`config.mk`:
```
export PLATFORM = sky130hd
export DESIGN_NAME = pci_pairmul
export DESIGN_NICKNAME = d
export VERILOG_FILES = /design/src/hdl/pci_pairmul.sv
export SDC_FILE = /design/constraint.sdc
export NUM_CORES = 1
export LEC_CHECK = 0
export BUFFER_PORTS_ARGS = -buffer_cell sky130_fd_sc_hd__buf_2
export CORE_MARGIN = 2
export CORE_UTILIZATION = 45
export CTS_CLUSTER_SIZE = 20
export DETAILED_ROUTE_END_ITERATION = 16
export HOLD_SLACK_MARGIN = 0.12
export PLACE_DENSITY = 0.63
export SLEW_MARGIN = 10
export SYNTH_ARGS = -nofsm -noshare
export SYNTH_HDL_FRONTEND = slang
export SYNTH_SLANG_ARGS = --single-unit
export TNS_END_PERCENT = 5
```
`constraint.sdc`:
```
create_clock -name clk -period 10 [get_ports clk]
set_input_delay 2 -clock clk [delete_from_list [all_inputs] [get_ports clk]]
set_output_delay 2 -clock clk [all_outputs]
set_load 0.01 [all_outputs]
```
`src/hdl/pci_pairmul.sv`:
```
module pci_pairmul #(
  parameter int W = 16
) (
  input  logic           clk,
  input  logic [W-1:0]   a,
  output logic [2*W-1:0] prod_r
);

  logic [W-1:0] a_dec;

  // a * (a - 1), zero for a == 0
  assign a_dec = (a == '0) ? '0 : a - W'(1);

  always_ff @(posedge clk) begin
    prod_r <= a * a_dec;
  end

endmodule

```
==> metrics.csv, run 1 <==
metric,value,unit
numCtsBuffers,5,
start_util,45.7,%
grt_usage,22.3,%
cts_max_level,2,
post_route_drc_violation_count,0,
grt_pass1_wl,38.7,mm
1st_iter_drt_viols,458,
rsz0062_at_grt,no,
clock_path_buffers,2,
detail_route.first_pass.iterations,5,
worstHoldPathCells,4,
cap_viol_max_count,0,
placeable_core_region,0.0210,mm²
cp.depth,23,
synthesis.nets,1420,
timing.slew.headroom,41.0,%
std_cell_rows,53,
synthDistinctLibCells,58,
asyncSetResetFlopFracSynth,0,%
routed_wirelength,23.8,mm
post_synth_instance_area,0.00961,mm²
fin_tns_setup,0,ps
report.final.hold_viol_count,0,
post_synth.cell_area_avg,8.72,µm²
hold_start,a[1],
antenna_violating_nets_post_route,0,
postSynth.topFlopCell,dfxtp_1,
finish.net_count,1452,
proportion_of_layout_cells_with_a_drive_suffix_above_1,8.38,%
critPathKind,input port to flip-flop,
cp_slowest_cell,or4_1,
insertedDiodeCount,0,
io_pins,49,
worst_setup_path_start_kind,input port,
setup_viol,0,
final-max-slew-violation-count,0,
drt-vias-per-instance,5.17,
cp_data_required_time,10170,ps
crit_chain,buf_2 -> or4_1 -> or3_1 -> or3_1 -> xnor2_1 -> nor2b_1 -> nand2_1 -> fa_1 -> fa_1 -> inv_1 -> fa_1 -> fa_1 -> fa_1 -> inv_1 -> fa_1 -> inv_1 -> ha_1 -> and4_1 -> o2111ai_1 -> o221a_2 -> o32ai_1 -> mux2i_1 -> nor3_1,
wl_per_cell,16.9,µm
grt_antenna_before_repair,0,
dr_total_vias,7282,
synthMostInstantiatedCell,inv_1,
hold_path_end,prod_r[1],
critical_path.max_stage_delay,600,ps
synthToLayoutAreaGrowth,7.72,%
finalWeightedCongestion,0.897,
post-synth-top-area-fraction,40.4,%
worst_slew_pin_slew,882,ps
timing.critical_path.fanout_max,21,
overflow_after_grt,0,
tritoncts,yes,
cp-end-kind,flip-flop,
cts.sinks,32,
grt_start_max_net_pins,28,
path_delay_family,adder cells,
largestRegisters,prod_r (32),
ys_top_cells_by_count,"248 x inv_1, 194 x fa_1, 163 x nand2_1",
post-route-period-util,95.4,%
cts.repair_timing.setup_buffer_count,0,
die_w,150,µm
synth-seq-area-share,6.67,%
postSynthRegisterBits,32,
critical_path_arrival,9710,ps
timing.fmax,0.105,GHz
crit_path_frequent_cell,fa_1,
synth_cells,1102,
cts_hold_bufs,0,
period_needed,9540,ps
fp.dieH,150,µm
synthTopCellsByArea,"fa_1 40%, ha_1 14%, inv_1 9.7%, dfxtp_1 6.7%, nand2_1 6.4%",
grt_pass1_vias,7522,
post-synth-top-area-cell,fa_1,
cp-startpoint,a[9],
result_of_the_run,finished clean,
buffer_ports.inserted,48,
worst_hold_check_path_type,input port to flip-flop,
clock_slew_at_reported_path_ffs,50,ps
die_outline_area,0.0225,mm²
clock_tree.root_cell,clkbuf_16,
cp_num_buf_inv,4,
largest_register_ffs,32,
dp_hpwl,19.6,mm
registers.top_by_ff_count,prod_r,
yosysWarnings,0,
synth-edff-count,0,
post_cts.resized_instances,0,
cell type report:
| class | instances | area (µm²) |
|---|---|---|
| Inverter | 249 | 935 |
| Clock buffer | 7 | 153 |
| Timing Repair Buffer | 78 | 465 |
| Fill cell | 2062 | 10700 |
| Tap cell | 275 | 344 |
| Multi-Input combinational cell | 768 | 7810 |
| Sequential cell | 32 | 641 |
worst max path at each step:
stage,to,slack [ps]
6_report,prod_r[25],460
5_1_grt,prod_r[25],230
4_1_cts,prod_r[25],560
3_5_place_dp,prod_r[29],290
3_3_place_gp,prod_r[25],500
2_1_floorplan,prod_r[25],850
per-stage QoR:
step | cell area (µm²) | worst slack (ps) | util [%] | hold WS [ps] | cells
finish | 10300 | 461 | 49.2 | 2430 | 1409
global route | 10300 | 232 | 49.2 | 2450 | 1409
CTS | 10300 | 562 | 49.2 | 2440 | 1409
detailed placement | 10200 | 285 | 48.5 | 2390 | 1402
global placement | 10200 | 501 | 48.5 | 2390 | 1402
floorplan | 9610 | 853 | - | 2270 | 1102
cells in the final DEF (no fill, tap or decap), types with 3 or more instances in the layout:
cell / instances
and2_1: 54
xor2_1: 14
nor2b_1: 25
xnor2_1: 23
a21o_1: 12
inv_1: 248
o21a_1: 4
fa_1: 194
buf_2: 48
a21boi_0: 3
nand2_1: 163
a211oi_1: 3
or3_1: 3
o21ai_0: 22
nor4_1: 3
nor2_1: 24
a31oi_1: 4
clkbuf_16: 5
o211ai_1: 5
nor3_1: 20
a21oi_1: 26
buf_4: 30
o21bai_1: 3
dfxtp_1: 32
ha_1: 107
nand4_1: 5
nand2b_1: 12
nand3_1: 4
cells by family (layout without fill, tap and decap cells):
logic type / Yosys count / after routing / synth area share [%]
xor+xnor: 37 / 37 / 3.37
flops: 32 / 32 / 6.67
buf+inv: 302 / 334 / 12.0
fa+ha+maj: 301 / 301 / 54.4
compound gates: 104 / 104 / 7.11
simple gates: 324 / 324 / 16.3
mux: 1 / 1 / 0.104
other cells: 1 / 1 / 0.0390
layer usage:
layer  GRT usage [%]  wire [µm]  vias up
met5               0          0        -
met1            29.9       9980     3626
li1                -          -     3397
met2            37.4      11700      215
met4            6.56        699        0
met3            3.76       1430       44
Power of run 1 is not shown: default switching activity piles up to over one toggle a cycle in this logic, so the estimate is an artifact.
==> run 2: changes to the inputs <==
Settings changed: ABC_AREA from default to 0, CORE_ASPECT_RATIO from default to 0.5.
==> run 2 against run 1 <==
Net effect: global-route usage rose by 2.7 points; critical path depth did not move; non-clock buffer count fell by 2; sequential cell count did not move; maximum frequency fell by 0.88%; sequential share of layout area barely moved; first-iteration DRC count rose by 20%; critical path type unchanged.
==> metrics.csv, run 2 (synthesis gave the netlist of run 1 again) <==
metric,value,unit
drt-vias-per-instance,5.24,
routed_wirelength,25.9,mm
fp.dieH,107,µm
gr-usage-met2,38.1,%
buffer_ports.inserted,48,
tritoncts,yes,
finish.net_count,1450,
std_cell_rows,37,
grt_antenna_before_repair,1,
post-route-period-util,96.2,%
most_frequent_standard_cell_in_the_layout_excluding_fill_and_tap_cells,inv_1,
crit_chain,buf_2 -> or4_1 -> or3_1 -> or3_1 -> xnor2_1 -> nor2b_1 -> nand2_1 -> fa_1 -> fa_1 -> inv_1 -> fa_1 -> fa_1 -> fa_1 -> inv_1 -> fa_1 -> inv_1 -> ha_1 -> and4_1 -> o2111ai_1 -> o221a_2 -> o32ai_1 -> a21oi_1 -> xnor2_1,
grt_pass1_wl,43.1,mm
grt_start_max_net_pins,29,
worst_hold_check_path_type,input port to flip-flop,
io_pins,49,
timing.slew.headroom,23.9,%
grt_pass1_vias,7814,
clock_slew_at_reported_path_ffs,50,ps
grt_util_met3,3.18,%
cp-end-kind,flip-flop,
grt_busiest_layer,met1,
insertedDiodeCount,0,
rsz0062_at_grt,no,
final-max-slew-violation-count,0,
cts.repair_timing.setup_buffer_count,0,
cp_slowest_cell,or4_1,
post_route_drc_violation_count,0,
largestRegisters,prod_r (32),
dr_total_vias,7366,
layout.cells.most_common_list,"248 x inv_1, 194 x fa_1, 163 x nand2_1",
die_w,211,µm
met1_use_gr,38.4,%
detail_route.first_pass.iterations,5,
result_of_the_run,finished clean,
overflow_after_grt,0,
post_cts.resized_instances,0,
grt_usage,25.1,%
worst_setup_path_start_kind,input port,
start_util,46.3,%
worst_slew_pin_slew,1140,ps
clock_path_buffers,2,
cp_data_required_time,10170,ps
path_delay_family,adder cells,
synthToLayoutAreaGrowth,7.48,%
largest_register_ffs,32,
critical_path_arrival,9790,ps
cp_num_buf_inv,4,
cts.sinks,32,
placeable_core_region,0.0207,mm²
wl_per_cell,18.5,µm
cts_hold_bufs,0,
finalWeightedCongestion,0.940,
timing.critical_path.fanout_max,7,
setup_viol,0,
crit_path_frequent_cell,fa_1,
report.final.hold_viol_count,0,
numCtsBuffers,5,
fin_tns_setup,0,ps
registers.top_by_ff_count,prod_r,
dp_hpwl,21.3,mm
period_needed,9620,ps
filler_cell_count,1994,
die_outline_area,0.0226,mm²
critical_path.max_stage_delay,610,ps
proportion_of_layout_cells_with_a_drive_suffix_above_1,8.12,%
cap_viol_max_count,0,
cts_max_level,2,
critPathKind,input port to flip-flop,
1st_iter_drt_viols,551,
clock_tree.root_cell,clkbuf_16,
antenna_violating_nets_post_route,0,
timing.fmax,0.104,GHz
[run 2: changes by cell type in the layout (fill, tap and decap cells not counted), sizes merged]
cell,before,now
clkbuf,7,8
buf,78,76
[run 2: cell type report]
type / instances / area (µm²) / area share (%)
clock buffer: 8 / 146 / 1.42
inverter: 249 / 935 / 9.05
multi-input combinational: 768 / 7810 / 75.7
sequential: 32 / 641 / 6.20
tap: 273 / 342 / 3.31
timing repair buffer: 76 / 450 / 4.36
[run 2: final timing paths]
check	from	to	cells after the start
min	a[1]	prod_r[1]	4
max	a[9]	prod_r[29]	23
[run 2: worst min-delay path: cells and delay by family]
kind       cells  cell delay (ps)
fa+ha+maj      2              320
buf+inv        2              310
[run 2: metal layers]
metal  vias to the layer above  part of all wire [%]
met3                        32                   7.5
met1                      3677                    48
met2                       263                    43
li1                       3392                     -
met5                         -                 0.050
met4                         2                   1.3
[run 2: metrics by stage]
stage	hold WS [ps]	util, %	std cells	worst slack [ps]	cell area [µm²]
2_1_floorplan	2270	-	1102	853	9610
6_report	2380	49.8	1406	376	10300
3_5_place_dp	2390	49.1	1398	197	10200
4_1_cts	2360	49.8	1406	475	10300
5_1_grt	2390	49.8	1406	44.9	10300
3_3_place_gp	2400	49.1	1398	338	10200
Power of run 2 is left out for the same reason.
==> run 3: changes to the inputs <==
Settings changed: PLACE_DENSITY 0.63 to 0.62.
==> run 3 against run 2 <==
Net effect: cell area about the same; first-iteration DRC count is 15% lower; maximum frequency rose by 0.49%; setup slack improved by 47 ps; core utilization is essentially flat; final cell count barely moved; worst hold slack improved by 32 ps; largest cell class unchanged; highest routed layer is now met4.
==> metrics.csv, run 3 (synthesis gave the netlist of run 1 again) <==
metric,value,unit
rsz0062_at_grt,no,
drt-vias-per-instance,5.28,
routed_wirelength,26.5,mm
largestRegisters,prod_r (32),
grt_usage,25.3,%
post-route-period-util,95.8,%
cap_viol_max_count,0,
post_cts.resized_instances,0,
grt_pass1_vias,8039,
timing.slew.headroom,22.9,%
clock_tree.root_cell,clkbuf_16,
dp_hpwl,21.5,mm
cp-end-kind,flip-flop,
die_outline_area,0.0226,mm²
worst_slew_pin_slew,1150,ps
seqCellArea,641,µm²
timing.fmax,0.104,GHz
report.final.hold_viol_count,0,
wl_per_cell,18.8,µm
detail_route.first_pass.iterations,5,
fp.dieH,107,µm
proportion_of_layout_cells_with_a_drive_suffix_above_1,8.22,%
registers.top_by_ff_count,prod_r,
cts_hold_bufs,0,
numCtsBuffers,5,
buffer_ports.inserted,48,
clock_slew_at_reported_path_ffs,50,ps
grt_antenna_before_repair,0,
multi_input_comb_area,0.00781,mm²
insertedDiodeCount,0,
worst_hold_check_path_type,input port to flip-flop,
timing.critical_path.fanout_max,7,
cts_max_level,2,
fin_tns_setup,0,ps
synthToLayoutAreaGrowth,7.54,%
io_pins,49,
1st_iter_drt_viols,467,
cts.sinks,32,
result_of_the_run,finished clean,
post_route_drc_violation_count,0,
tritoncts,yes,
worst_setup_path_start_kind,input port,
placeable_core_region,0.0207,mm²
filler_cell_count,1977,
antenna_violating_nets_post_route,0,
start_util,46.3,%
overflow_after_grt,0,
finalWeightedCongestion,0.915,
setup_viol,0,
critPathKind,input port to flip-flop,
die_w,211,µm
finish.net_count,1450,
std_cell_rows,37,
period_needed,9580,ps
dr_total_vias,7419,
final-max-slew-violation-count,0,
layout.cells.most_common_list,"248 x inv_1, 194 x fa_1, 163 x nand2_1",
grt_start_max_net_pins,29,
largest_register_ffs,32,
cp_data_required_time,10160,ps
most_frequent_standard_cell_in_the_layout_excluding_fill_and_tap_cells,inv_1,
cts.repair_timing.setup_buffer_count,0,
critical_path_arrival,9740,ps
clock_path_buffers,2,
grt_pass1_wl,43.4,mm
run 3: cell types whose count changed in the layout (fill, tap and decap cells not counted):
cell / change
clkbuf_1: -2
clkbuf_8: +1
run 3: path summary, 6_finish.rpt:
path	startpoint	to	slack, ps	cells past startpoint
worst max-delay path	a[9]	prod_r[25]	420	23
worst min-delay path	a[1]	prod_r[1]	2410	4
run 3: layout make-up:
class,count,share of cell area (%)
clock buffer,7,1.48
inverter,249,9.05
multi-input combinational,768,75.6
sequential,32,6.20
tap,273,3.31
timing repair buffer,76,4.36
run 3: per-layer routing:
metal  vias up  GRT usage (%)  share of wire, %
met5         -              0                 0
met4         0           5.78               2.0
met3        34           5.98               8.9
met2       269           39.2                43
met1      3731           36.0                46
li1       3385              -                 -
run 3: per-stage QoR:
step           hold slack, ps  setup WS, ps  cells  util (%)  area (µm²)
2_1_floorplan            2270           853   1102         -        9610
3_3_place_gp             2400           246   1398      49.1       10200
3_5_place_dp             2390           156   1398      49.1       10200
4_1_cts                  2410           424   1405      49.8       10300
5_1_grt                  2450           110   1405      49.8       10300
6_report                 2410           423   1405      49.8       10300
run 3: critical path: stages:
cell and delay [ps]:
buf_2 120, or4_1 590, or3_1 370, or3_1 450, xnor2_1 470, nor2b_1 510, nand2_1 150, fa_1 520
fa_1 500, inv_1 50, fa_1 380, fa_1 500, fa_1 500, inv_1 50, fa_1 620, inv_1 80
ha_1 400, and4_1 230, o2111ai_1 140, o221a_2 320, o32ai_1 450, mux2i_1 240, nor3_1 70
Power of run 3 is left out for the same reason.
