## config.mk

```make
export PLATFORM = sky130hd
export DESIGN_NAME = pci_div
export DESIGN_NICKNAME = d
export VERILOG_FILES = /design/src/hdl/pci_div.sv
export SDC_FILE = /design/constraint.sdc
export NUM_CORES = 1
export LEC_CHECK = 0
export BUFFER_PORTS_ARGS = -buffer_cell sky130_fd_sc_hd__buf_2
export CORE_UTILIZATION = 55
export CTS_CLUSTER_DIAMETER = 30
export DETAILED_ROUTE_END_ITERATION = 8
export GPL_ROUTABILITY_DRIVEN = 0
export PLACE_DENSITY_LB_ADDON = 0.3
export SYNTH_ARGS = -nofsm -noshare
export SYNTH_HDL_FRONTEND = slang
export SYNTH_SLANG_ARGS = --single-unit
export TNS_END_PERCENT = 30
```

## constraint.sdc

```tcl
create_clock -name clk -period 10.5 [get_ports clk]
set_input_delay 1.05 -clock clk [delete_from_list [all_inputs] [get_ports clk]]
set_output_delay 1.05 -clock clk [all_outputs]
set_load 0.1 [all_outputs]
```

## src/hdl/pci_div.sv

```systemverilog
module pci_div #(
  parameter int XW = 71,
  parameter int DW = 32
) (
  input  logic          clk,
  input  logic          rst_n,
  input  logic          start,
  input  logic [XW-1:0] x,
  input  logic [DW-1:0] d,
  output logic          done_r,
  output logic [XW-1:0] q_r
);

  localparam int CNT_W = $clog2(XW + 1);

  logic [CNT_W-1:0] cnt_r;
  logic [DW-1:0]    rem_r;
  logic [DW-1:0]    d_r;
  logic [DW:0]      rem_sh;
  logic             fits;

  // one restoring step per cycle, quotient bits shift in at the bottom
  assign rem_sh = {rem_r, q_r[XW-1]};
  assign fits   = rem_sh >= {1'b0, d_r};

  always_ff @(posedge clk) begin
    if (!rst_n) begin
      cnt_r  <= '0;
      done_r <= 1'b0;
    end else begin
      done_r <= 1'b0;
      if (start) begin
        cnt_r <= CNT_W'(XW);
        rem_r <= '0;
        q_r   <= x;
        d_r   <= d;
      end else if (cnt_r != '0) begin
        rem_r <= fits ? DW'(rem_sh - {1'b0, d_r}) : rem_sh[DW-1:0];
        q_r   <= {q_r[XW-2:0], fits};
        cnt_r <= cnt_r - CNT_W'(1);
        if (cnt_r == CNT_W'(1)) begin
          done_r <= 1'b1;
        end
      end
    end
  end

endmodule

```

==> results.json, run 1 <==
{
  "routed_via_density": 5.509,
  "grt_start_max_net_pins": 59,
  "layout_setup_ws_ps": 6708,
  "synth_async_sr_flop_share_pct": 0,
  "first_global_vias": 5694,
  "worstRegToRegCells": 10,
  "die_w_um": 120.2,
  "first_iter_violations": 360,
  "cts-root-buf": "clkbuf_16",
  "initial_antenna_violation_count": 0,
  "antenna-diode-count": 0,
  "min_delay_path_depth": 2,
  "switching_power_uw": 711.0,
  "synthesis.nets": 764,
  "synthDominantAreaCellType": "edfxtp_1",
  "worst-endpoint-required_ps": 10640,
  "timing.max_cap.violations": 0,
  "floorplan.die.height_um": 120.2,
  "skew_ps": 10.72,
  "cells_after_synth": 622,
  "max_stage_delay_ps": 850,
  "finalHoldWorstSlack_ps": 533.7,
  "via_count": 5432,
  "hold_path_class": "reg2reg",
  "h-tree-depth": 4,
  "vdd.ir_drop.worst_v": 0.0001406,
  "start_kind": "register",
  "number_of_clock_sinks": 143,
  "worst_hold_startpoint": "cnt_r[5]",
  "power_report.internal_total_uw": 1295,
  "total_iterations_of_the_first_detailed_routing_run": 5,
  "critical_path.most_common_cell": "o221ai_2",
  "most-common-layout-cells": "buf_2 (176), edfxtp_1 (135), mux2_2 (71), nor2_1 (54), inv_1 (48)",
  "timing.final.hold_violations": 0,
  "sequentialPowerShare_pct": 36.8,
  "layout.cells.non_filler": 986,
  "power_switching_share_pct": 35.44,
  "synth_flop_cell": "edfxtp_1",
  "ys_ff_latch": 143,
  "max_freq_ghz": 0.2637,
  "placement_rows": 42,
  "critPathArrivalTime_ps": 3930,
  "cts_inserted_buffers": 17,
  "routedWlPerCell_um": 17.10,
  "synth_enable_flop_cells": 135,
  "setup_total_negative_slack_ps": 0,
  "synth_top_cells_by_area": "edfxtp_1 (53%), mux2_2 (10%), ha_1 (5.7%)",
  "power_density_mw_per_mm2": 216.0,
  "layout-drive-gt1-share_pct": 35.80,
  "slew_headroom_pct": 30.33,
  "timing.critical_path.slowest_stage_cell": "a21o_2",
  "worst_pin_slew_ps": 1045,
  "cells_along_the_critical_path": "ha_1, a21o_1, a211o_1, o21a_1, a311oi_2, o221ai_2, o221ai_2, a21o_2, mux2i_1, nor2_1",
  "crit-reg2reg-launch": "rem_r[3]",
  "power.combinational.fraction_pct": 33.0,
  "detailed_placement_hpwl_mm": 11.94,
  "clock_pin_slew_of_the_registers_on_the_worst_case_setup_and_hold_paths_ps": 60,
  "cts_tree": "built",
  "maxSlewViolCount": 0,
  "clock_latency_on_the_worst_skew_pair_ps": 420,
  "worstSetupEndpointType": "register",
  "place_area_mm2": 0.008690,
  "p_leak_uw": 0.003989,
  "outcome": "completed",
  "route.antenna.remaining_nets": 0,
  "rsz_0062_raised_after_global_routing": "false",
  "layout_commonest_cell": "buf_2",
  "synth.yosys.seq_area_share_pct": 54.81,
  "remaining_drc_errors": 0,
  "p_clk_share_pct": 30.2,
  "criticalPathCategory": "reg2reg",
  "cp_max_fo": 39,
  "place.port_buffers": 177,
  "cts.repair.resized": 0,
  "post_synthesis_cell_area_mm2": 0.007689,
  "rr_endpoint": "rem_r[14]",
  "postCtsSetupBuffers": 0,
  "boundaryPins": 178,
  "fin_area_mm2": 0.009285,
  "floorplan.initialDensity_pct": 57.15,
  "coreArea_mm2": 0.01345,
  "globalRoute.totalOverflow": 0,
  "syn_to_final_growth_pct": 20.76,
  "total_die_area_mm2": 0.01446,
  "dpl_cells": 954,
  "post-route-min-period_ps": 3792,
  "cts_hold_repair.buffers": 0,
  "worst_hold_path.endpoint": "cnt_r[5]",
  "final_number_of_setup_violating_endpoints": 0,
  "r2r_slack_ps": 6710,
  "yosys_warnings": 0,
  "min_period_over_period_pct": 36.11,
  "clockBufferDepth": 2,
  "syn-mean-instance-area_um2": 12.36,
  "pre_cts_slack_ps": 6749,
  "synth_cell_type_count": 52,
  "drt-total-wl_mm": 16.86,
  "groute.usage.overall_pct": 24.31,
  "grt_first_pass_wirelength_mm": 27.15,
  "share_of_yosys_cell_area_claimed_by_the_top_area_cell_type_pct": 52.73,
  "num-nets-final": 939
}
[state kept, by name, summed over array words and instances (netlist names)]
name,count
q_r,71
d_r,32
rem_r,32
cnt_r,7
done_r,1
[worst max-delay path: cells and delay by family (launching register included)]
| family | cells | cell delay, ps |
|---|---|---|
| AOI/OAI and AO/OA | 7 | 2360 |
| DFF | 1 | 390 |
| adders and majority gates | 1 | 370 |
| muxes | 1 | 310 |
| and+or+nand+nor | 1 | 70 |
[per-layer routing]
metal | vias to the layer above | GRT usage (%) | part of all wire, % | routed length [µm]
met3 | 17 | 9.057 | 7.0 | 1183
met4 | 0 | 7.716 | 1.3 | 225
met2 | 172 | 42.89 | 51 | 8635
li1 | 2634 | - | - | -
met1 | 2609 | 27.07 | 40 | 6820
met5 | - | 0 | 0 | 0
[kinds of logic (layout without fill, tap and decap cells)]
logic type               Yosys count  after routing  share of synthesized area, %
AND/OR/NAND/NOR                  134            134                         8.153
AO/OA/AOI/OAI                    107            107                         9.374
adder cells (fa/ha/maj)           36             36                         5.956
XOR/XNOR                          31             31                         3.531
flip-flops                       143            143                         54.81
multiplexers                      99             99                         14.04
buffers and inverters             72            260                         4.133
[stage by stage]
step | util (%) | total power [µW]
2_1_floorplan | - | 1296
3_3_place_gp | 64.59 | 1385
3_5_place_dp | 64.59 | 1405
4_1_cts | 69.02 | 2014
5_1_grt | 69.02 | 2096
6_report | 69.02 | 2006
[cells in the mapped netlist, types with 2 or more instances]
master	n
inv_1	48
xor2_1	6
nand2_1	26
o221ai_2	2
buf_12	2
nand2b_1	8
dfxtp_1	8
and2_1	5
a221oi_1	2
o31ai_1	4
o21ai_0	20
o211ai_1	2
mux2i_1	28
nand3b_1	3
clkbuf_1	17
a21o_1	14
o21a_1	8
nor3_1	12
nand4_1	7
ha_1	35
xnor2_1	25
mux2_2	71
buf_2	3
a211o_1	2
nor2b_1	5
edfxtp_1	135
nand3_1	7
o21bai_1	5
a21oi_1	29
nor2_1	54
a211oi_1	5
or3_1	2
a31oi_1	3
[layout make-up]
type / instances / area, µm²
repair buffers: 180 / 910.9
clock inverters: 9 / 95.09
inverters: 48 / 180.2
flip-flops and latches: 143 / 4214
multi-input cells: 407 / 3164
fillers: 1013 / 4168
clock buffers: 23 / 500.5
well taps: 176 / 220.2
[how the worst max path moves through the flow]
stage | to | cells past startpoint | startpoint
final | rem_r[14] | 10 | rem_r[3]
after global routing | rem_r[14] | 10 | rem_r[3]
after CTS | rem_r[14] | 10 | rem_r[3]
after detailed placement | rem_r[6] | 10 | rem_r[3]
after global placement | rem_r[20] | 10 | rem_r[3]
after floorplan | q_r[0] | 3 | start
[power groups by stage]
stage	Combinational, µW	Sequential, µW	Clock (µW)
finish	661	739	605
global route	714	746	636
CTS	660	740	614
detailed placement	657	749	0
global placement	638	747	0
floorplan	380	916	0
No activity file was read; power rests on OpenSTA's default activity.
==> run 2, diff against run 1 <==
==> constraint.sdc (replaced) <==
create_clock -name clk -period 3.6 [get_ports clk]
set_input_delay 0.36 -clock clk [delete_from_list [all_inputs] [get_ports clk]]
set_output_delay 0.36 -clock clk [all_outputs]
set_load 0.1 [all_outputs]
==> run 2 against run 1 <==
Against the previous run:
- first-iteration DRC count fell by 16%
- register-to-register slack got worse by 6300 ps
- setup slack got worse by 6300 ps
- core utilization rose by 0.11 points
- die area did not move
- power rose to 2.9 times the previous value
- via count rose by 0.37%
- clock skew fell by 0.59 ps
- hold slack got worse by 430 ps
- sequential cell count did not move
- fmax rose by 17%
- critical path type unchanged
- highest routed layer unchanged
==> results.json, run 2 (same netlist as run 1, synthesis figures left out) <==
{
  "layout_commonest_cell": "buf_2",
  "route.antenna.remaining_nets": 0,
  "rsz_0062_raised_after_global_routing": "false",
  "grt_start_max_net_pins": 62,
  "hold_path_class": "in2reg",
  "grt_most_used_layer": "met2",
  "worst_pin_slew_ps": 730.5,
  "coreArea_mm2": 0.01345,
  "detailed_placement_hpwl_mm": 11.89,
  "num-nets-final": 942,
  "largest_regs": "q_r x71, d_r x32, rem_r x32",
  "via_count": 5452,
  "cp_max_fo": 29,
  "postCtsSetupBuffers": 0,
  "setup_total_negative_slack_ps": 0,
  "utilization_pct": 69.13,
  "first_global_vias": 5737,
  "max_freq_ghz": 0.3089,
  "syn_to_final_growth_pct": 20.96,
  "floorplan.die.height_um": 120.2,
  "largest_register_ffs": 71,
  "total_iterations_of_the_first_detailed_routing_run": 4,
  "placement_rows": 42,
  "routed_via_density": 5.507,
  "globalRouteMet3Util_pct": 8.396,
  "switching_power_uw": 2088,
  "groute.usage.overall_pct": 24.59,
  "cts_hold_repair.buffers": 0,
  "drt-total-wl_mm": 16.60,
  "global_route.usage.met1_pct": 28.49,
  "slew_headroom_pct": 51.30,
  "clock_pin_slew_of_the_registers_on_the_worst_case_setup_and_hold_paths_ps": 70,
  "outcome": "completed",
  "clockBufferDepth": 2,
  "skew_ps": 10.13,
  "power_report.internal_total_uw": 3693,
  "initial_antenna_violation_count": 1,
  "floorplan.initialDensity_pct": 57.15,
  "maxSlewViolCount": 0,
  "total_die_area_mm2": 0.01446,
  "die_w_um": 120.2,
  "post-route-min-period_ps": 3237,
  "p_clk_share_pct": 28.9,
  "layout-drive-gt1-share_pct": 36.16,
  "top_reg_by_flops": "q_r",
  "power_switching_share_pct": 36.12,
  "h-tree-depth": 4,
  "power.combinational.fraction_pct": 33.9,
  "criticalPathCategory": "reg2reg",
  "timing.final.hold_violations": 0,
  "start_kind": "register",
  "power_density_mw_per_mm2": 621.7,
  "worst-endpoint-required_ps": 3750,
  "number_of_clock_sinks": 143,
  "routedWlPerCell_um": 16.77,
  "met2_usage_pct": 41.74,
  "timing.max_cap.violations": 0,
  "place.port_buffers": 177,
  "first_iter_violations": 304,
  "globalRoute.totalOverflow": 0,
  "boundaryPins": 178,
  "cts-root-buf": "clkbuf_16",
  "remaining_drc_errors": 0,
  "cts.repair.resized": 0,
  "p_leak_uw": 0.004003,
  "grt_first_pass_wirelength_mm": 27.37,
  "critPathArrivalTime_ps": 3380,
  "cts_inserted_buffers": 17,
  "clock_latency_on_the_worst_skew_pair_ps": 430,
  "most-common-layout-cells": "buf_2 (176), edfxtp_1 (135), mux2_2 (71), nor2_1 (54), inv_1 (48)",
  "sequentialPowerShare_pct": 37.2,
  "final_number_of_setup_violating_endpoints": 0,
  "min_period_over_period_pct": 89.92,
  "cts_tree": "built",
  "vdd.ir_drop.worst_v": 0.0004675,
  "worstSetupEndpointType": "register"
}
==> run 2: cell types whose count changed in the layout (fill, tap and decap cells not counted) <==
cell and change:
inv_4 +3, bufinv_16 -1, clkbuf_1 -1, clkinvlp_4 -1, buf_12 +2, inv_6 +3
clkinv_4 -1, buf_4 +1, diode_2 +1, clkinv_2 -1, clkbuf_16 -1
==> run 2: layout make-up <==
class / count / area (µm²)
multi-input combinational: 407 / 3164
timing repair buffer: 183 / 958.4
sequential: 143 / 4214
clock buffer: 21 / 471.7
tap: 176 / 220.2
antenna: 1 / 2.502
fill: 996 / 4153
clock inverter: 11 / 88.84
inverter: 48 / 180.2
==> run 2: path summary, 6_finish.rpt <==
check,slack [ps],cells past startpoint,endpoint,from
worst max-delay path,360,11,rem_r[26],rem_r[3]
worst min-delay path,110,1,d_r[26],d[26]
worst max register to register,360,11,rem_r[26],rem_r[3]
worst min register to register,540,2,cnt_r[4],cnt_r[4]
==> run 2: critical path: stages (launching register included) <==
cell	delay (ps)
edfxtp_1	390
ha_1	370
a21o_1	220
a211o_1	270
o21a_1	220
a311oi_2	400
o221ai_2	200
o221ai_2	180
a21o_2	180
buf_12	220
mux2i_1	220
nor2_1	70
==> run 2: per-layer routing <==
| metal | share of wire, % | up-vias | routed length (µm) |
|---|---|---|---|
| met5 | 0 | - | 0 |
| met4 | 2.0 | 0 | 339 |
| met3 | 7.3 | 27 | 1216 |
| met2 | 50 | 168 | 8282 |
| met1 | 41 | 2611 | 6761 |
| li1 | - | 2646 | - |
==> run 2: stage by stage <==
| stage | setup WS (ps) | hold WS [ps] | cells | instance area (µm²) | power (µW) |
|---|---|---|---|---|---|
| detailed placement | 372.3 | 516.5 | 957 | 8737 | 4129 |
| finish | 363.0 | 107.4 | 990 | 9300 | 5782 |
| global placement | 515.7 | 495.4 | 957 | 8737 | 4069 |
| global route | 158.4 | 89.41 | 990 | 9300 | 6056 |
| CTS | 353.1 | 86.54 | 989 | 9298 | 5817 |
| floorplan | 255.6 | 458.9 | 622 | 7690 | 3776 |
==> run 2: power groups by stage <==
stage	Sequential [µW]	Combinational [µW]	Clock, µW
final	2150	1960	1670
after global placement	2180	1890	0
after detailed placement	2180	1950	0
after global routing	2180	2120	1760
after floorplan	2670	1110	0
after CTS	2150	1960	1700
==> run 3, diff against run 2 <==
==> constraint.sdc (replaced) <==
create_clock -name clk -period 4.1 [get_ports clk]
set_input_delay 0.41 -clock clk [delete_from_list [all_inputs] [get_ports clk]]
set_output_delay 0.41 -clock clk [all_outputs]
set_load 0.1 [all_outputs]
==> run 3 against run 2 <==
Against the previous run:
- register-to-register slack improved by 140 ps
- hold slack improved by 61 ps
- final area rose by 0.58%
- critical endpoint is now rem_r[21]
- largest cell class unchanged
- highest routed layer unchanged
==> results.json, run 3 (same netlist as run 1, synthesis figures left out) <==
{
  "worst_pin_slew_ps": 614.0,
  "routed_via_density": 5.541,
  "postCtsSetupBuffers": 0,
  "power_density_mw_per_mm2": 561.9,
  "layout-drive-gt1-share_pct": 35.96,
  "cts_hold_repair.buffers": 0,
  "hold_path_class": "in2reg",
  "power.combinational.fraction_pct": 32.9,
  "post-route-min-period_ps": 3598,
  "cts_tree": "built",
  "place.port_buffers": 177,
  "outcome": "completed",
  "total_die_area_mm2": 0.01446,
  "floorplan.die.height_um": 120.2,
  "grt_start_max_net_pins": 65,
  "die_w_um": 120.2,
  "worstSetupEndpointType": "register",
  "route.antenna.remaining_nets": 0,
  "vdd.ir_drop.worst_v": 0.0004606,
  "setup_total_negative_slack_ps": 0,
  "skew_ps": 9.385,
  "globalRoute.totalOverflow": 0,
  "groute.usage.overall_pct": 25.00,
  "floorplan.initialDensity_pct": 57.15,
  "sequentialPowerShare_pct": 36.0,
  "first_iter_violations": 339,
  "power_switching_share_pct": 34.94,
  "criticalPathCategory": "reg2reg",
  "most-common-layout-cells": "buf_2 (176), edfxtp_1 (135), mux2_2 (71), nor2_1 (54), inv_1 (48)",
  "switching_power_uw": 1836,
  "coreArea_mm2": 0.01345,
  "max_freq_ghz": 0.2779,
  "largest_register_ffs": 71,
  "remaining_drc_errors": 0,
  "detailed_placement_hpwl_mm": 12.34,
  "first_global_vias": 5913,
  "rsz_0062_raised_after_global_routing": "false",
  "clock_pin_slew_of_the_registers_on_the_worst_case_setup_and_hold_paths_ps": 60,
  "pre_cts_slack_ps": 553.6,
  "total_iterations_of_the_first_detailed_routing_run": 5,
  "final_number_of_setup_violating_endpoints": 0,
  "critPathArrivalTime_ps": 3750,
  "largest_regs": "q_r x71, d_r x32, rem_r x32",
  "drt-total-wl_mm": 17.43,
  "timing.final.hold_violations": 0,
  "clock_latency_on_the_worst_skew_pair_ps": 410,
  "maxSlewViolCount": 0,
  "p_clk_share_pct": 31.1,
  "via_count": 5486,
  "grt_first_pass_wirelength_mm": 28.11,
  "cts.repair.resized": 0,
  "layout_setup_ws_ps": 501.9,
  "number_of_clock_sinks": 143,
  "cp_max_fo": 20,
  "p_leak_uw": 0.004022,
  "syn_to_final_growth_pct": 21.66,
  "power_report.internal_total_uw": 3419,
  "routedWlPerCell_um": 17.60,
  "cts-root-buf": "clkbuf_16",
  "boundaryPins": 178,
  "worst-endpoint-required_ps": 4250,
  "cts_inserted_buffers": 17,
  "initial_antenna_violation_count": 2,
  "timing.max_cap.violations": 0,
  "slew_headroom_pct": 58.64,
  "top_reg_by_flops": "q_r",
  "layout_commonest_cell": "buf_2",
  "num-nets-final": 941,
  "min_period_over_period_pct": 87.76,
  "h-tree-depth": 4,
  "placement_rows": 42,
  "clockBufferDepth": 2,
  "start_kind": "register"
}
run 3: cell count changes in the layout (fill, tap and decap cells not counted):
cell,before,now
clkinv_2,0,2
bufinv_16,0,4
inv_6,6,3
diode_2,1,2
buf_4,5,4
clkbuf_16,18,17
inv_4,3,0
clkinv_1,0,1
clkbuf_8,1,0
clkinv_4,2,3
run 3: area by class of cell:
type,count,area (µm²)
fillers,971,4099
diodes,2,5.005
multi-input cells,407,3164
inverters,48,180.2
clock buffers,19,432.9
well taps,176,220.2
flip-flops and latches,143,4214
clock inverters,13,186.4
repair buffers,182,950.9
run 3: routing by layer:
metal	global-route usage (%)	part of all wire, %
met5	0	0
met4	8.642	1.6
met3	8.349	6.8
met2	44.15	53
met1	28.17	39
run 3: worst max-delay path: stages (launching register included):
cell and delay, ps:
edfxtp_1 400, ha_1 380, a21o_1 220, a211o_1 280
o21a_1 220, a311oi_2 390, o221ai_2 210, o221ai_2 180
a21o_2 520, buf_12 250, mux2i_1 230, nor2_1 60
run 3: final timing paths:
check,startpoint,to,slack [ps],cells past startpoint
worst max-delay path,rem_r[3],rem_r[21],500,11
worst min-delay path,d[8],d_r[8],170,1
worst max register to register,rem_r[3],rem_r[21],500,11
worst min register to register,cnt_r[5],cnt_r[5],530,2
run 3: power groups by stage:
stage          clock network [µW]  registers, µW  logic [µW]
2_1_floorplan                   0           2350         973
3_3_place_gp                    0           1910        1650
3_5_place_dp                    0           1920        1710
4_1_cts                      1650           1890        1720
5_1_grt                      1710           1910        1870
6_report                     1630           1890        1730
run 3: stage by stage:
stage,power [µW],std cells,util (%),cell area (µm²),hold WS [ps]
CTS,5268,988,69.49,9349,152.7
global placement,3565,956,64.89,8730,493.7
detailed placement,3625,956,64.89,8730,509.5
finish,5256,990,69.53,9354,168.3
global route,5481,990,69.53,9354,148.5
floorplan,3319,622,-,7689,480.1
