File: config.mk
export PLATFORM = sky130hd
export DESIGN_NAME = pci_ram
export DESIGN_NICKNAME = d
export VERILOG_FILES = /design/src/hdl/pci_ram.sv
export SDC_FILE = /design/constraint.sdc
export NUM_CORES = 1
export LEC_CHECK = 0
export BUFFER_PORTS_ARGS = -buffer_cell sky130_fd_sc_hd__buf_2
export CORE_MARGIN = 2
export CORE_UTILIZATION = 30
export DETAILED_ROUTE_END_ITERATION = 16
export SYNTH_ARGS = -nofsm -noshare
export SYNTH_HDL_FRONTEND = slang
export SYNTH_SLANG_ARGS = --single-unit
File: constraint.sdc
create_clock -name clk -period 3.8 [get_ports clk]
set_input_delay 0.76 -clock clk [delete_from_list [all_inputs] [get_ports clk]]
set_output_delay 0.76 -clock clk [all_outputs]
set_load 0.05 [all_outputs]
File: src/hdl/pci_ram.sv
module pci_ram #(
  parameter int WIDTH = 16,
  parameter int DEPTH = 32
) (
  input  logic                                     clk,
  input  logic                                     we,
  input  logic [((DEPTH > 1) ? $clog2(DEPTH) : 1)-1:0] waddr,
  input  logic [WIDTH-1:0]                         wdata,
  input  logic [((DEPTH > 1) ? $clog2(DEPTH) : 1)-1:0] raddr,
  output logic [WIDTH-1:0]                         rdata
);

  logic [WIDTH-1:0] mem_r [DEPTH];

  // write port and registered read port
  always_ff @(posedge clk) begin
    if (we) begin
      mem_r[waddr] <= wdata;
    end
    rdata <= mem_r[raddr];
  end

endmodule

==> key figures, run 1 <==
Power and ir drop
  • Power per unit of standard cell area: a little over 500 nW/µm²
  • Leakage power summed over all cells: around 8.1 nW
  • Max rail drop VDD: a little over 0.0003 V

Critical path
  • Number of buffers and inverters on the critical path: 2
  • CP Cell Sequence: buf_2, nor2b_4, buf_4, a22oi_1, a31oi_1, nand3_1
  • Cell with the biggest individual delay on the critical path: sky130_fd_sc_hd__nor2b_4
  • Reg-to-reg setup timing slack: 2.23 ns
  • Worst Setup End Kind: flip-flop
  • Family with the most delay on the worst path: simple AND/OR/NAND/NOR gates
  • Startpoint of the worst setup timing path: raddr[1]
  • Crit path max fanout: 25
  • Max stage delay on crit path: around 0.70 ns
  • Worst r2r dst: rdata[4]
  • Data arrival at the endpoint of the critical path: approximately 2.8 ns
  • CP Class: input pin to flip-flop
  • Critical Path RT: around 4.2 ns
  • Crit start category: input pin
  • Worst Reg-to-Reg Cells: 5
  • Startpoint of the lowest-slack register-to-register path: mem_r[1][4]

Placed design
  • Final Wtd Congestion: a little under 0.8
  • Port bufs: 43
  • Placement Cell Area: about 22000 µm²
  • # placed instances: around 2000
  • Detailed-placement wirelength estimate: 26900 µm
  • Pre-CTS worst setup slack: 0.917 ns

Yosys
  • Most numerous cell in the Yosys netlist: sky130_fd_sc_hd__edfxtp_1
  • Synth Area in Simple Gates: under 10%
  • Commonest register cell after synthesis: sky130_fd_sc_hd__edfxtp_1
  • FFs w/ async S/R, synth: 0%
  • Largest family of logic cells by synthesized area: multiplexers
  • Top cells by count, synth: sky130_fd_sc_hd__edfxtp_1, sky130_fd_sc_hd__mux2i_1, sky130_fd_sc_hd__a22oi_1, sky130_fd_sc_hd__nand3_1
  • Count of different cell masters after synthesis: 26
  • Post-synth top area share: ~75%
  • Synth Area in Compound Gates: 4.97%
  • Post-Synth Adder-Cell Area: 0%
  • Synthesized instance count: 1143
  • Mean cell area of the mapped netlist: between 15 and 20 µm²
  • Xor/xnor cell area share of the yosys netlist: 0%
  • Number of flops mapped to enable cells by yosys: around 500
  • Warnings, synthesis: 0
  • Number of flip-flops and latches in the synthesized netlist: around 530
  • Post-synthesis instance area: just over 20000 µm²
  • Most area-consuming cells after synthesis: sky130_fd_sc_hd__edfxtp_1, sky130_fd_sc_hd__mux2i_1, sky130_fd_sc_hd__a22oi_1
  • Multiplexer share of the synthesized area: between 10% and 20%
  • Post-synthesis net count: ~1200
  • Post-synth top area cell: sky130_fd_sc_hd__edfxtp_1
  • Sequential cell area fraction in the yosys report: 76.4%

Routing
  • Vias per cell: slightly below 5
  • Number of DRC markers after the initial detailed-route iteration: around 740
  • Final routed DRC violation total: 0
  • Routed wire length: 45600 µm
  • Router iterations before antenna repair: 5
  • Via count: 10502
  • Routed wirelength normalized by instance count: between 20 and 25 µm
  • Antenna viol nets, final: 0

Global routing
  • Highest-utilization routing layer at the global route stage: met2
  • Pin count of the biggest net entering global routing: 59
  • Wire length of the first global-routing pass: 67900 µm
  • Vias in the first global route: between 10000 and 15000
  • Met3 GRT Util: 2.45%
  • Combined global-route utilization of all metal layers: between 10% and 20%
  • Overflow left after global routing: 0
  • Initial antenna violation count: 4
  • Met2 Track Usage GR: roughly a fifth
  • Met1 track utilization from global routing: a little under a fifth

Finish
  • Layout Cell Area excl Fill: 23500 µm²
  • Area taken by flip-flops and latches: roughly 16000 µm²
  • Filler cell count in the final layout: around 6300
  • Synth-to-layout area growth: 14.4%
  • Non-filler instance count after layout: between 2000 and 2500
  • Antenna diode count: 0
  • # nets final: 1255
  • Multi-input combinational cell area: between 4000 and 5000 µm²
  • Layout cell share with drive strength beyond 1: between 10% and 20%

Floorplan
  • Die extent in x: around 270 µm
  • Top-level port count: 44
  • Floorplan die area: ~71000 µm²
  • Number of core rows: 95
  • Starting utilization of the core area: between 30% and 40%
  • Die height: ~270 µm
  • Placeable core area: 67500 µm²

CTS
  • H-tree level count: 2
  • Clock transition at the registers of the reported paths: 0.06 ns
  • Clock tree from TritonCTS: built
  • CTS root buf: sky130_fd_sc_hd__clkbuf_16
  • Setup fix buffers added after clock tree synthesis: 0
  • Number of resized instances in the post-cts repair step: 0
  • Clock Tree Buf Depth: 3
  • Number of clock buffers inserted by TritonCTS: 53
  • Latest clock arrival within the worst-skew pair: between 0.5 and 0.6 ns
  • Clock sink count: ~530
  • Cts-stage hold buffer count: 0

STA
  • Fin crit share: between 60% and 70%
  • Post-layout worst setup margin: 1.47 ns
  • Headroom to the max-slew limit: between 30% and 40%
  • Final total negative setup slack: 0 ns
  • Setup violation total in the final timing report: 0
  • Slew @ Worst Pin: 0.918 ns
  • Minimum clock period: 2.33 ns
  • Slew Limit Fails: 0
  • Hold Violations, Final: 0
  • RSZ-0062 raised after global routing: no
  • Worst setup skew after layout: about 0.019 ns
  • Maximum frequency from static timing analysis: about 430 MHz

Status
  • Status: finished, final reports clean

Hold path
  • Worst hold path depth: 4
  • Endpoint with the worst hold slack: rdata[15]
  • Hold crit path type: flip-flop to flip-flop
  • Launch instance of the worst min-delay path: mem_r[11][15]

Run
  • Max-cap check violation count: 0
[worst max path at each step]
stage                         to  cells after the start
finish                  rdata[9]                      6
CTS                     rdata[0]                      7
floorplan           mem_r[12][0]                      3
detailed placement      rdata[9]                      6
global placement        rdata[6]                      5
global route            rdata[9]                      6
[cell families (layout without fill, tap and decap cells)]
kind of cell | after synthesis | in the layout
flops | 528 | 528
mux | 256 | 256
simple gates | 148 | 148
compound gates | 144 | 144
buf+inv | 67 | 194
[cells in the final DEF, fill, tap and decap left out, types with 8 or more instances in the layout]
cell type	instances
sky130_fd_sc_hd__a21oi_1	32
sky130_fd_sc_hd__a22o_1	32
sky130_fd_sc_hd__a22oi_1	64
sky130_fd_sc_hd__a31oi_1	16
sky130_fd_sc_hd__buf_12	8
sky130_fd_sc_hd__buf_2	42
sky130_fd_sc_hd__buf_4	45
sky130_fd_sc_hd__clkbuf_1	16
sky130_fd_sc_hd__clkbuf_16	55
sky130_fd_sc_hd__clkinv_1	8
sky130_fd_sc_hd__clkinv_2	9
sky130_fd_sc_hd__dfxtp_1	16
sky130_fd_sc_hd__edfxtp_1	512
sky130_fd_sc_hd__mux2i_1	256
sky130_fd_sc_hd__nand2_1	33
sky130_fd_sc_hd__nand3_1	34
sky130_fd_sc_hd__nand4_1	16
sky130_fd_sc_hd__nor2_1	25
sky130_fd_sc_hd__nor2_2	8
sky130_fd_sc_hd__nor3_1	16
[state kept, by name, indices dropped and copies added (netlist names)]
register  flops
mem_r       512
rdata        16
[stage by stage]
step / power (mW) / hold slack [ns] / utilization, %
after detailed placement: 7.33 / 0.597 / 32.4
final: 12.1 / 0.611 / 34.8
after CTS: 12.3 / 0.614 / 34.8
after global placement: 7.31 / 0.593 / 32.4
after global routing: 12.5 / 0.634 / 34.8
after floorplan: 7.06 / 0.553 / -
[layout make-up]
class | count | area share (%)
Clock buffer | 78 | 6.52
Clock inverter | 20 | 0.522
Multi-Input combinational cell | 548 | 18.5
Sequential cell | 528 | 66.8
Tap cell | 873 | 4.65
Timing Repair Buffer | 96 | 3.08
[worst reg2reg max path, stage by stage (launching register included)]
cell                       delay, ns
sky130_fd_sc_hd__edfxtp_1       0.37
sky130_fd_sc_hd__mux2i_1        0.17
sky130_fd_sc_hd__a22o_1         0.16
sky130_fd_sc_hd__nor3_1         0.08
sky130_fd_sc_hd__a31oi_1        0.44
sky130_fd_sc_hd__nand3_1        0.18
[layer usage]
layer	share of wire, %	routed length, µm	up-vias
li1	-	-	4732
met1	45	20700	5392
met2	47	21200	312
met3	6.8	3100	58
met4	1.3	602	8
met5	0.13	60	-
[report_power, final]
group,internal (mW),switching [mW]
combinational,0.209,0.483
clock,2.85,2.09
sequential,6.48,0.0289
Note: power is estimated with default switching activity, not from simulation.
==> run 2, diff against run 1 <==
==> constraint.sdc (replaced) <==
create_clock -name clk -period 2.3 [get_ports clk]
set_input_delay 0.46 -clock clk [delete_from_list [all_inputs] [get_ports clk]]
set_output_delay 0.46 -clock clk [all_outputs]
set_load 0.05 [all_outputs]
==> run 2 against run 1 <==
Worst hold slack worse by 0.21 ns. Final area is 2.9% higher. Clock skew decreased by 0.0086 ns. Total power grew 71%. First-iteration DRC count rose by 7.6%. Global-route usage rose by 0.31 points. Die area unchanged. Non-clock buffer count grew 49. Via count is 1.9% higher. Sequential share of layout area decreased by 1.9 points. Critical endpoint is now rdata[2].
==> key figures, run 2 (same netlist as run 1, synthesis figures left out) <==
Status
  • Status: finished, final reports clean

Floorplan
  • Placeable core area: 67500 µm²
  • Floorplan die area: between 70000 and 80000 µm²
  • Starting utilization of the core area: a little under a third
  • Die extent in x: around 270 µm
  • Top-level port count: 44
  • Die height: 266 µm
  • Number of core rows: 95

STA
  • Final total negative setup slack: 0 ns
  • Slew @ Worst Pin: about 0.67 ns
  • Slew Limit Fails: 0
  • Maximum frequency from static timing analysis: 559 MHz
  • Headroom to the max-slew limit: between 50% and 60%
  • Fin crit share: 77.8%
  • Hold Violations, Final: 0
  • RSZ-0062 raised after global routing: no
  • Setup violation total in the final timing report: 0
  • Minimum clock period: between 1.5 and 2 ns
  • Worst setup skew after layout: roughly 0.011 ns

Global routing
  • Wire length of the first global-routing pass: 69800 µm
  • Overflow left after global routing: 0
  • Vias in the first global route: roughly 11000
  • Initial antenna violation count: 3
  • Combined global-route utilization of all metal layers: between 10% and 20%
  • Pin count of the biggest net entering global routing: 39

CTS
  • H-tree level count: 2
  • Clock sink count: ~530
  • Cts-stage hold buffer count: 0
  • Number of resized instances in the post-cts repair step: 0
  • Setup fix buffers added after clock tree synthesis: 0
  • Latest clock arrival within the worst-skew pair: roughly 0.60 ns
  • Clock Tree Buf Depth: 3
  • Number of clock buffers inserted by TritonCTS: 54
  • CTS root buf: sky130_fd_sc_hd__clkbuf_16
  • Clock transition at the registers of the reported paths: 0.06 ns
  • Clock tree from TritonCTS: built

Hold path
  • Launch instance of the worst min-delay path: wdata[12]
  • Worst hold path depth: 1
  • Endpoint with the worst hold slack: mem_r[10][12]
  • Hold crit path type: input pin to flip-flop

Finish
  • Layout cell share with drive strength beyond 1: 18.8%
  • # nets final: about 1300
  • Synth-to-layout area growth: 17.8%
  • Non-filler instance count after layout: ~2200
  • Layout Cell Area excl Fill: around 24000 µm²
  • Filler cell count in the final layout: about 6300
  • Register bank with the most flops: mem_r
  • Most frequent cells in the layout: sky130_fd_sc_hd__edfxtp_1, sky130_fd_sc_hd__mux2i_1, sky130_fd_sc_hd__buf_4
  • Antenna diode count: 0
  • Most common cell after layout, fill and taps aside: sky130_fd_sc_hd__edfxtp_1
  • Number of flip-flops under the largest register name: 512
  • Registers with the highest flip-flop counts: mem_r (512), rdata (16)

Critical path
  • Max stage delay on crit path: about 0.42 ns
  • Family with the most delay on the worst path: flip-flops
  • Cell with the biggest individual delay on the critical path: sky130_fd_sc_hd__dfxtp_1
  • Data arrival at the endpoint of the critical path: 1.33 ns
  • Crit path depth: 1
  • Crit start category: flip-flop
  • Worst r2r dst: rdata[4]
  • Worst Setup End Kind: primary output
  • CP Class: flip-flop to primary output
  • Critical Path RT: around 1.8 ns
  • Crit path max fanout: 1
  • CP Cell Sequence: buf_2
  • Reg-to-reg setup timing slack: about 0.74 ns
  • Worst Reg-to-Reg Cells: 5
  • Number of buffers and inverters on the critical path: 1
  • Startpoint of the lowest-slack register-to-register path: mem_r[7][4]

Power and ir drop
  • Power per unit of standard cell area: around 860 nW/µm²
  • Max rail drop VDD: between 0.0004 and 0.0005 V
  • Combinational power share: 5.9%
  • Switching power share of the total: 21.4%
  • Total internal power: 16.3 mW
  • Sequential power share: 51.9%
  • Leakage power summed over all cells: roughly 8.5 nW
  • Net switching power: about 4.4 mW
  • Share of total power in the clock network: 42.2%

Routing
  • Final routed DRC violation total: 0
  • Via count: roughly 11000
  • Router iterations before antenna repair: 5
  • Antenna viol nets, final: 0
  • Routed wire length: roughly 46000 µm
  • Routed wirelength normalized by instance count: between 20 and 25 µm
  • Number of DRC markers after the initial detailed-route iteration: a little under 800
  • Vias per cell: approximately 5

Placed design
  • Final Wtd Congestion: about 0.78
  • Port bufs: between 40 and 50
  • Placement Cell Area: ~22000 µm²
  • Detailed-placement wirelength estimate: just under 30000 µm
  • # placed instances: 2094

Run
  • Max-cap check violation count: 0
run 2: layout make-up:
cell class / count / area (µm²) / share of cell area (%)
Multi-Input combinational cell: 548 / 4340 / 17.9
Clock inverter: 37 / 330 / 1.37
Clock buffer: 64 / 1460 / 6.04
Timing Repair Buffer: 145 / 1280 / 5.29
Tap cell: 873 / 1090 / 4.51
Sequential cell: 528 / 15700 / 64.9
run 2: metal layers:
| layer | GRT usage [%] | vias to the layer above | wire [µm] |
|---|---|---|---|
| met2 | 20.4 | 297 | 21400 |
| met5 | 0 | - | 41 |
| li1 | - | 4840 | - |
| met3 | 2.84 | 57 | 2780 |
| met4 | 2.66 | 6 | 591 |
| met1 | 18.8 | 5500 | 21600 |
run 2: per-stage QoR:
step | util [%] | hold WS [ns] | setup slack (ns) | total power [mW]
3_3_place_gp | 33.2 | 0.577 | 0.0435 | 12.2
3_5_place_dp | 33.2 | 0.583 | -0.0328 | 12.2
6_report | 35.8 | 0.404 | 0.510 | 20.7
2_1_floorplan | - | 0.553 | 0.100 | 11.7
4_1_cts | 35.8 | 0.379 | 0.483 | 20.9
5_1_grt | 35.8 | 0.416 | 0.475 | 21.4
run 2: worst max-delay path by stage:
stage / to / slack, ns / from
after detailed placement: rdata[4] / -0.03 / raddr[0]
after global placement: rdata[4] / 0.04 / raddr[0]
final: rdata[2] / 0.51 / rdata[2]
after global routing: rdata[15] / 0.48 / rdata[15]
after floorplan: mem_r[12][0] / 0.1 / waddr[1]
after CTS: rdata[2] / 0.48 / rdata[2]
run 2: power by group through the flow:
| stage | clock network [mW] | registers (mW) | logic, mW |
|---|---|---|---|
| after floorplan | 0 | 11.1 | 0.601 |
| after global placement | 0 | 10.9 | 1.21 |
| after detailed placement | 0 | 11.0 | 1.23 |
| after CTS | 8.94 | 10.7 | 1.23 |
| after global routing | 9.30 | 10.8 | 1.31 |
| final | 8.76 | 10.7 | 1.22 |
==> run 3, diff against run 2 <==
==> constraint.sdc (replaced) <==
create_clock -name clk -period 1.4 [get_ports clk]
set_input_delay 0.28 -clock clk [delete_from_list [all_inputs] [get_ports clk]]
set_output_delay 0.28 -clock clk [all_outputs]
set_load 0.05 [all_outputs]
==> run 3 against run 2 <==
Critical path depth unchanged. Setup slack got worse by 0.48 ns. Register-to-register slack worse by 0.71 ns. Clock skew increased by 0.0022 ns. Cell count up 1.4%. Clock power increased by 51%. Highest routed layer unchanged. Sequential power is 65% higher. Wire length increased by 5.4%.
==> key figures, run 3 (same netlist as run 1, synthesis figures left out) <==
STA
  • Worst setup skew after layout: between 0.01 and 0.015 ns
  • Final total negative setup slack: 0 ns
  • Minimum clock period: 1.37 ns
  • Fin crit share: 98.1%
  • Hold Violations, Final: 0
  • Setup violation total in the final timing report: 0
  • Headroom to the max-slew limit: approximately 54%
  • Slew Limit Fails: 0
  • Maximum frequency from static timing analysis: approximately 730 MHz
  • Slew @ Worst Pin: ~0.69 ns
  • RSZ-0062 raised after global routing: yes

Finish
  • Synth-to-layout area growth: 23.5%
  • Layout cell share with drive strength beyond 1: about a quarter
  • Multi-input combinational cell area: 4770 µm²
  • Most common cell after layout, fill and taps aside: sky130_fd_sc_hd__edfxtp_1
  • Most frequent cells in the layout: sky130_fd_sc_hd__edfxtp_1, sky130_fd_sc_hd__mux2i_1, sky130_fd_sc_hd__buf_4
  • Number of flip-flops under the largest register name: about 500
  • Area taken by flip-flops and latches: approximately 16000 µm²
  • Register bank with the most flops: mem_r
  • Registers with the highest flip-flop counts: mem_r (512), rdata (16)
  • # nets final: 1339
  • Filler cell count in the final layout: around 6200
  • Antenna diode count: 0

Routing
  • Routed wire length: 48900 µm
  • Final routed DRC violation total: 0
  • Routed wirelength normalized by instance count: about 22 µm
  • Number of DRC markers after the initial detailed-route iteration: between 900 and 1000
  • Via count: 10942
  • Router iterations before antenna repair: 5
  • Vias per cell: between 4 and 5
  • Antenna viol nets, final: 0

Critical path
  • Worst Setup End Kind: primary output
  • Data arrival at the endpoint of the critical path: approximately 1.1 ns
  • Startpoint of the lowest-slack register-to-register path: mem_r[3][8]
  • CP Cell Sequence: buf_8
  • Worst r2r dst: rdata[8]
  • Max stage delay on crit path: 0.38 ns
  • Worst Reg-to-Reg Cells: 7
  • Number of buffers and inverters on the critical path: 1
  • Reg-to-reg setup timing slack: between 0.02 and 0.03 ns
  • Crit path depth: 1
  • Cell with the biggest individual delay on the critical path: sky130_fd_sc_hd__dfxtp_4
  • Critical Path RT: between 1 and 1.5 ns
  • Family with the most delay on the worst path: flip-flops
  • CP Class: flip-flop to primary output
  • Crit path max fanout: 1
  • Crit start category: flip-flop

Floorplan
  • Die extent in x: around 270 µm
  • Floorplan die area: around 71000 µm²
  • Top-level port count: 44
  • Starting utilization of the core area: between 30% and 40%
  • Placeable core area: ~68000 µm²
  • Number of core rows: between 90 and 100
  • Die height: between 200 and 300 µm

CTS
  • Setup fix buffers added after clock tree synthesis: 0
  • H-tree level count: 2
  • Number of clock buffers inserted by TritonCTS: 52
  • Latest clock arrival within the worst-skew pair: 0.57 ns
  • Clock transition at the registers of the reported paths: roughly 0.06 ns
  • Clock Tree Buf Depth: 3
  • Clock sink count: between 500 and 600
  • CTS root buf: sky130_fd_sc_hd__clkbuf_16
  • Clock tree from TritonCTS: built

Hold path
  • Endpoint with the worst hold slack: mem_r[6][5]
  • Hold crit path type: input pin to flip-flop
  • Worst hold path depth: 2
  • Launch instance of the worst min-delay path: wdata[5]

Global routing
  • Combined global-route utilization of all metal layers: between 10% and 20%
  • Overflow left after global routing: 0
  • Wire length of the first global-routing pass: 72600 µm
  • Vias in the first global route: ~11000
  • Pin count of the biggest net entering global routing: 33
  • Initial antenna violation count: 2

Status
  • Status: finished, final reports clean

Power and ir drop
  • Overall power of the completed layout: 33.3 mW
  • Combinational power share: under 10%
  • Leakage power summed over all cells: 8.80 nW
  • Total internal power: about 26 mW
  • Sequential power share: a little over half
  • Share of total power in the clock network: between 30% and 40%
  • Net switching power: 7.27 mW
  • Max rail drop VDD: slightly above 0.0009 V
  • Switching power share of the total: between 20% and 30%
  • Power per unit of standard cell area: between 1000 and 1500 nW/µm²

Placed design
  • Port bufs: between 40 and 50
  • Detailed-placement wirelength estimate: 29800 µm
  • Final Wtd Congestion: between 0.7 and 0.8

Run
  • Max-cap check violation count: 0
run 3: cell count changes in the layout (fill, tap and decap cells not counted), sizes merged:
cell | before | now
buf | 145 | 181
inv | 1 | 0
clkinv | 29 | 26
clkbuf | 64 | 66
bufinv | 6 | 3
run 3: repair_timing:
item                                    4_1_cts  5_1_grt
hold buffers                                  0        0
hold endpoints to repair                      0        0
resized for setup                            52       31
gates cloned                                  0        0
endpoints found under the setup margin       25       19
pin swaps                                     6       15
run 3: how the worst max path moves through the flow:
stage                 from      endpoint  slack [ns]
2_1_floorplan     waddr[0]  mem_r[14][0]       -0.27
3_3_place_gp      raddr[2]      rdata[3]       -0.65
3_5_place_dp      raddr[0]      rdata[3]       -0.64
4_1_cts           rdata[5]      rdata[5]      -0.004
5_1_grt        mem_r[1][8]      rdata[8]       -0.08
6_report          rdata[5]      rdata[5]        0.03
run 3: power by group through the flow:
stage | combinational (mW) | sequential (mW) | clock [mW]
2_1_floorplan | 1.03 | 18.2 | 0
3_3_place_gp | 2.27 | 18.0 | 0
3_5_place_dp | 2.30 | 18.0 | 0
4_1_cts | 2.40 | 17.7 | 13.4
5_1_grt | 2.60 | 17.7 | 14.1
6_report | 2.45 | 17.7 | 13.2
run 3: cell type report:
type / instances / share of cell area, %
multi-input combinational: 548 / 18.8
clock inverter: 30 / 0.834
tap: 873 / 4.31
clock buffer: 66 / 5.46
timing repair buffer: 181 / 8.59
sequential: 528 / 62.0
run 3: routing by layer:
layer / routed length (µm) / global-route usage [%] / part of all wire, %
met5: 11 / 0 / 0.022
met1: 22500 / 19.7 / 46
met4: 846 / 2.73 / 1.7
met2: 23000 / 22.0 / 47
met3: 2540 / 2.20 / 5.2
run 3: stage by stage:
| step | util [%] | instances | hold slack [ns] | worst slack [ns] | cell area (µm²) |
|---|---|---|---|---|---|
| 2_1_floorplan | - | 1143 | 0.379 | -0.270 | 20800 |
| 3_3_place_gp | 34.7 | 2136 | 0.584 | -0.653 | 23400 |
| 3_5_place_dp | 34.7 | 2136 | 0.608 | -0.643 | 23400 |
| 4_1_cts | 37.3 | 2232 | 0.108 | -0.00362 | 25200 |
| 5_1_grt | 37.6 | 2226 | 0.127 | -0.0767 | 25400 |
| 6_report | 37.6 | 2226 | 0.125 | 0.0261 | 25400 |
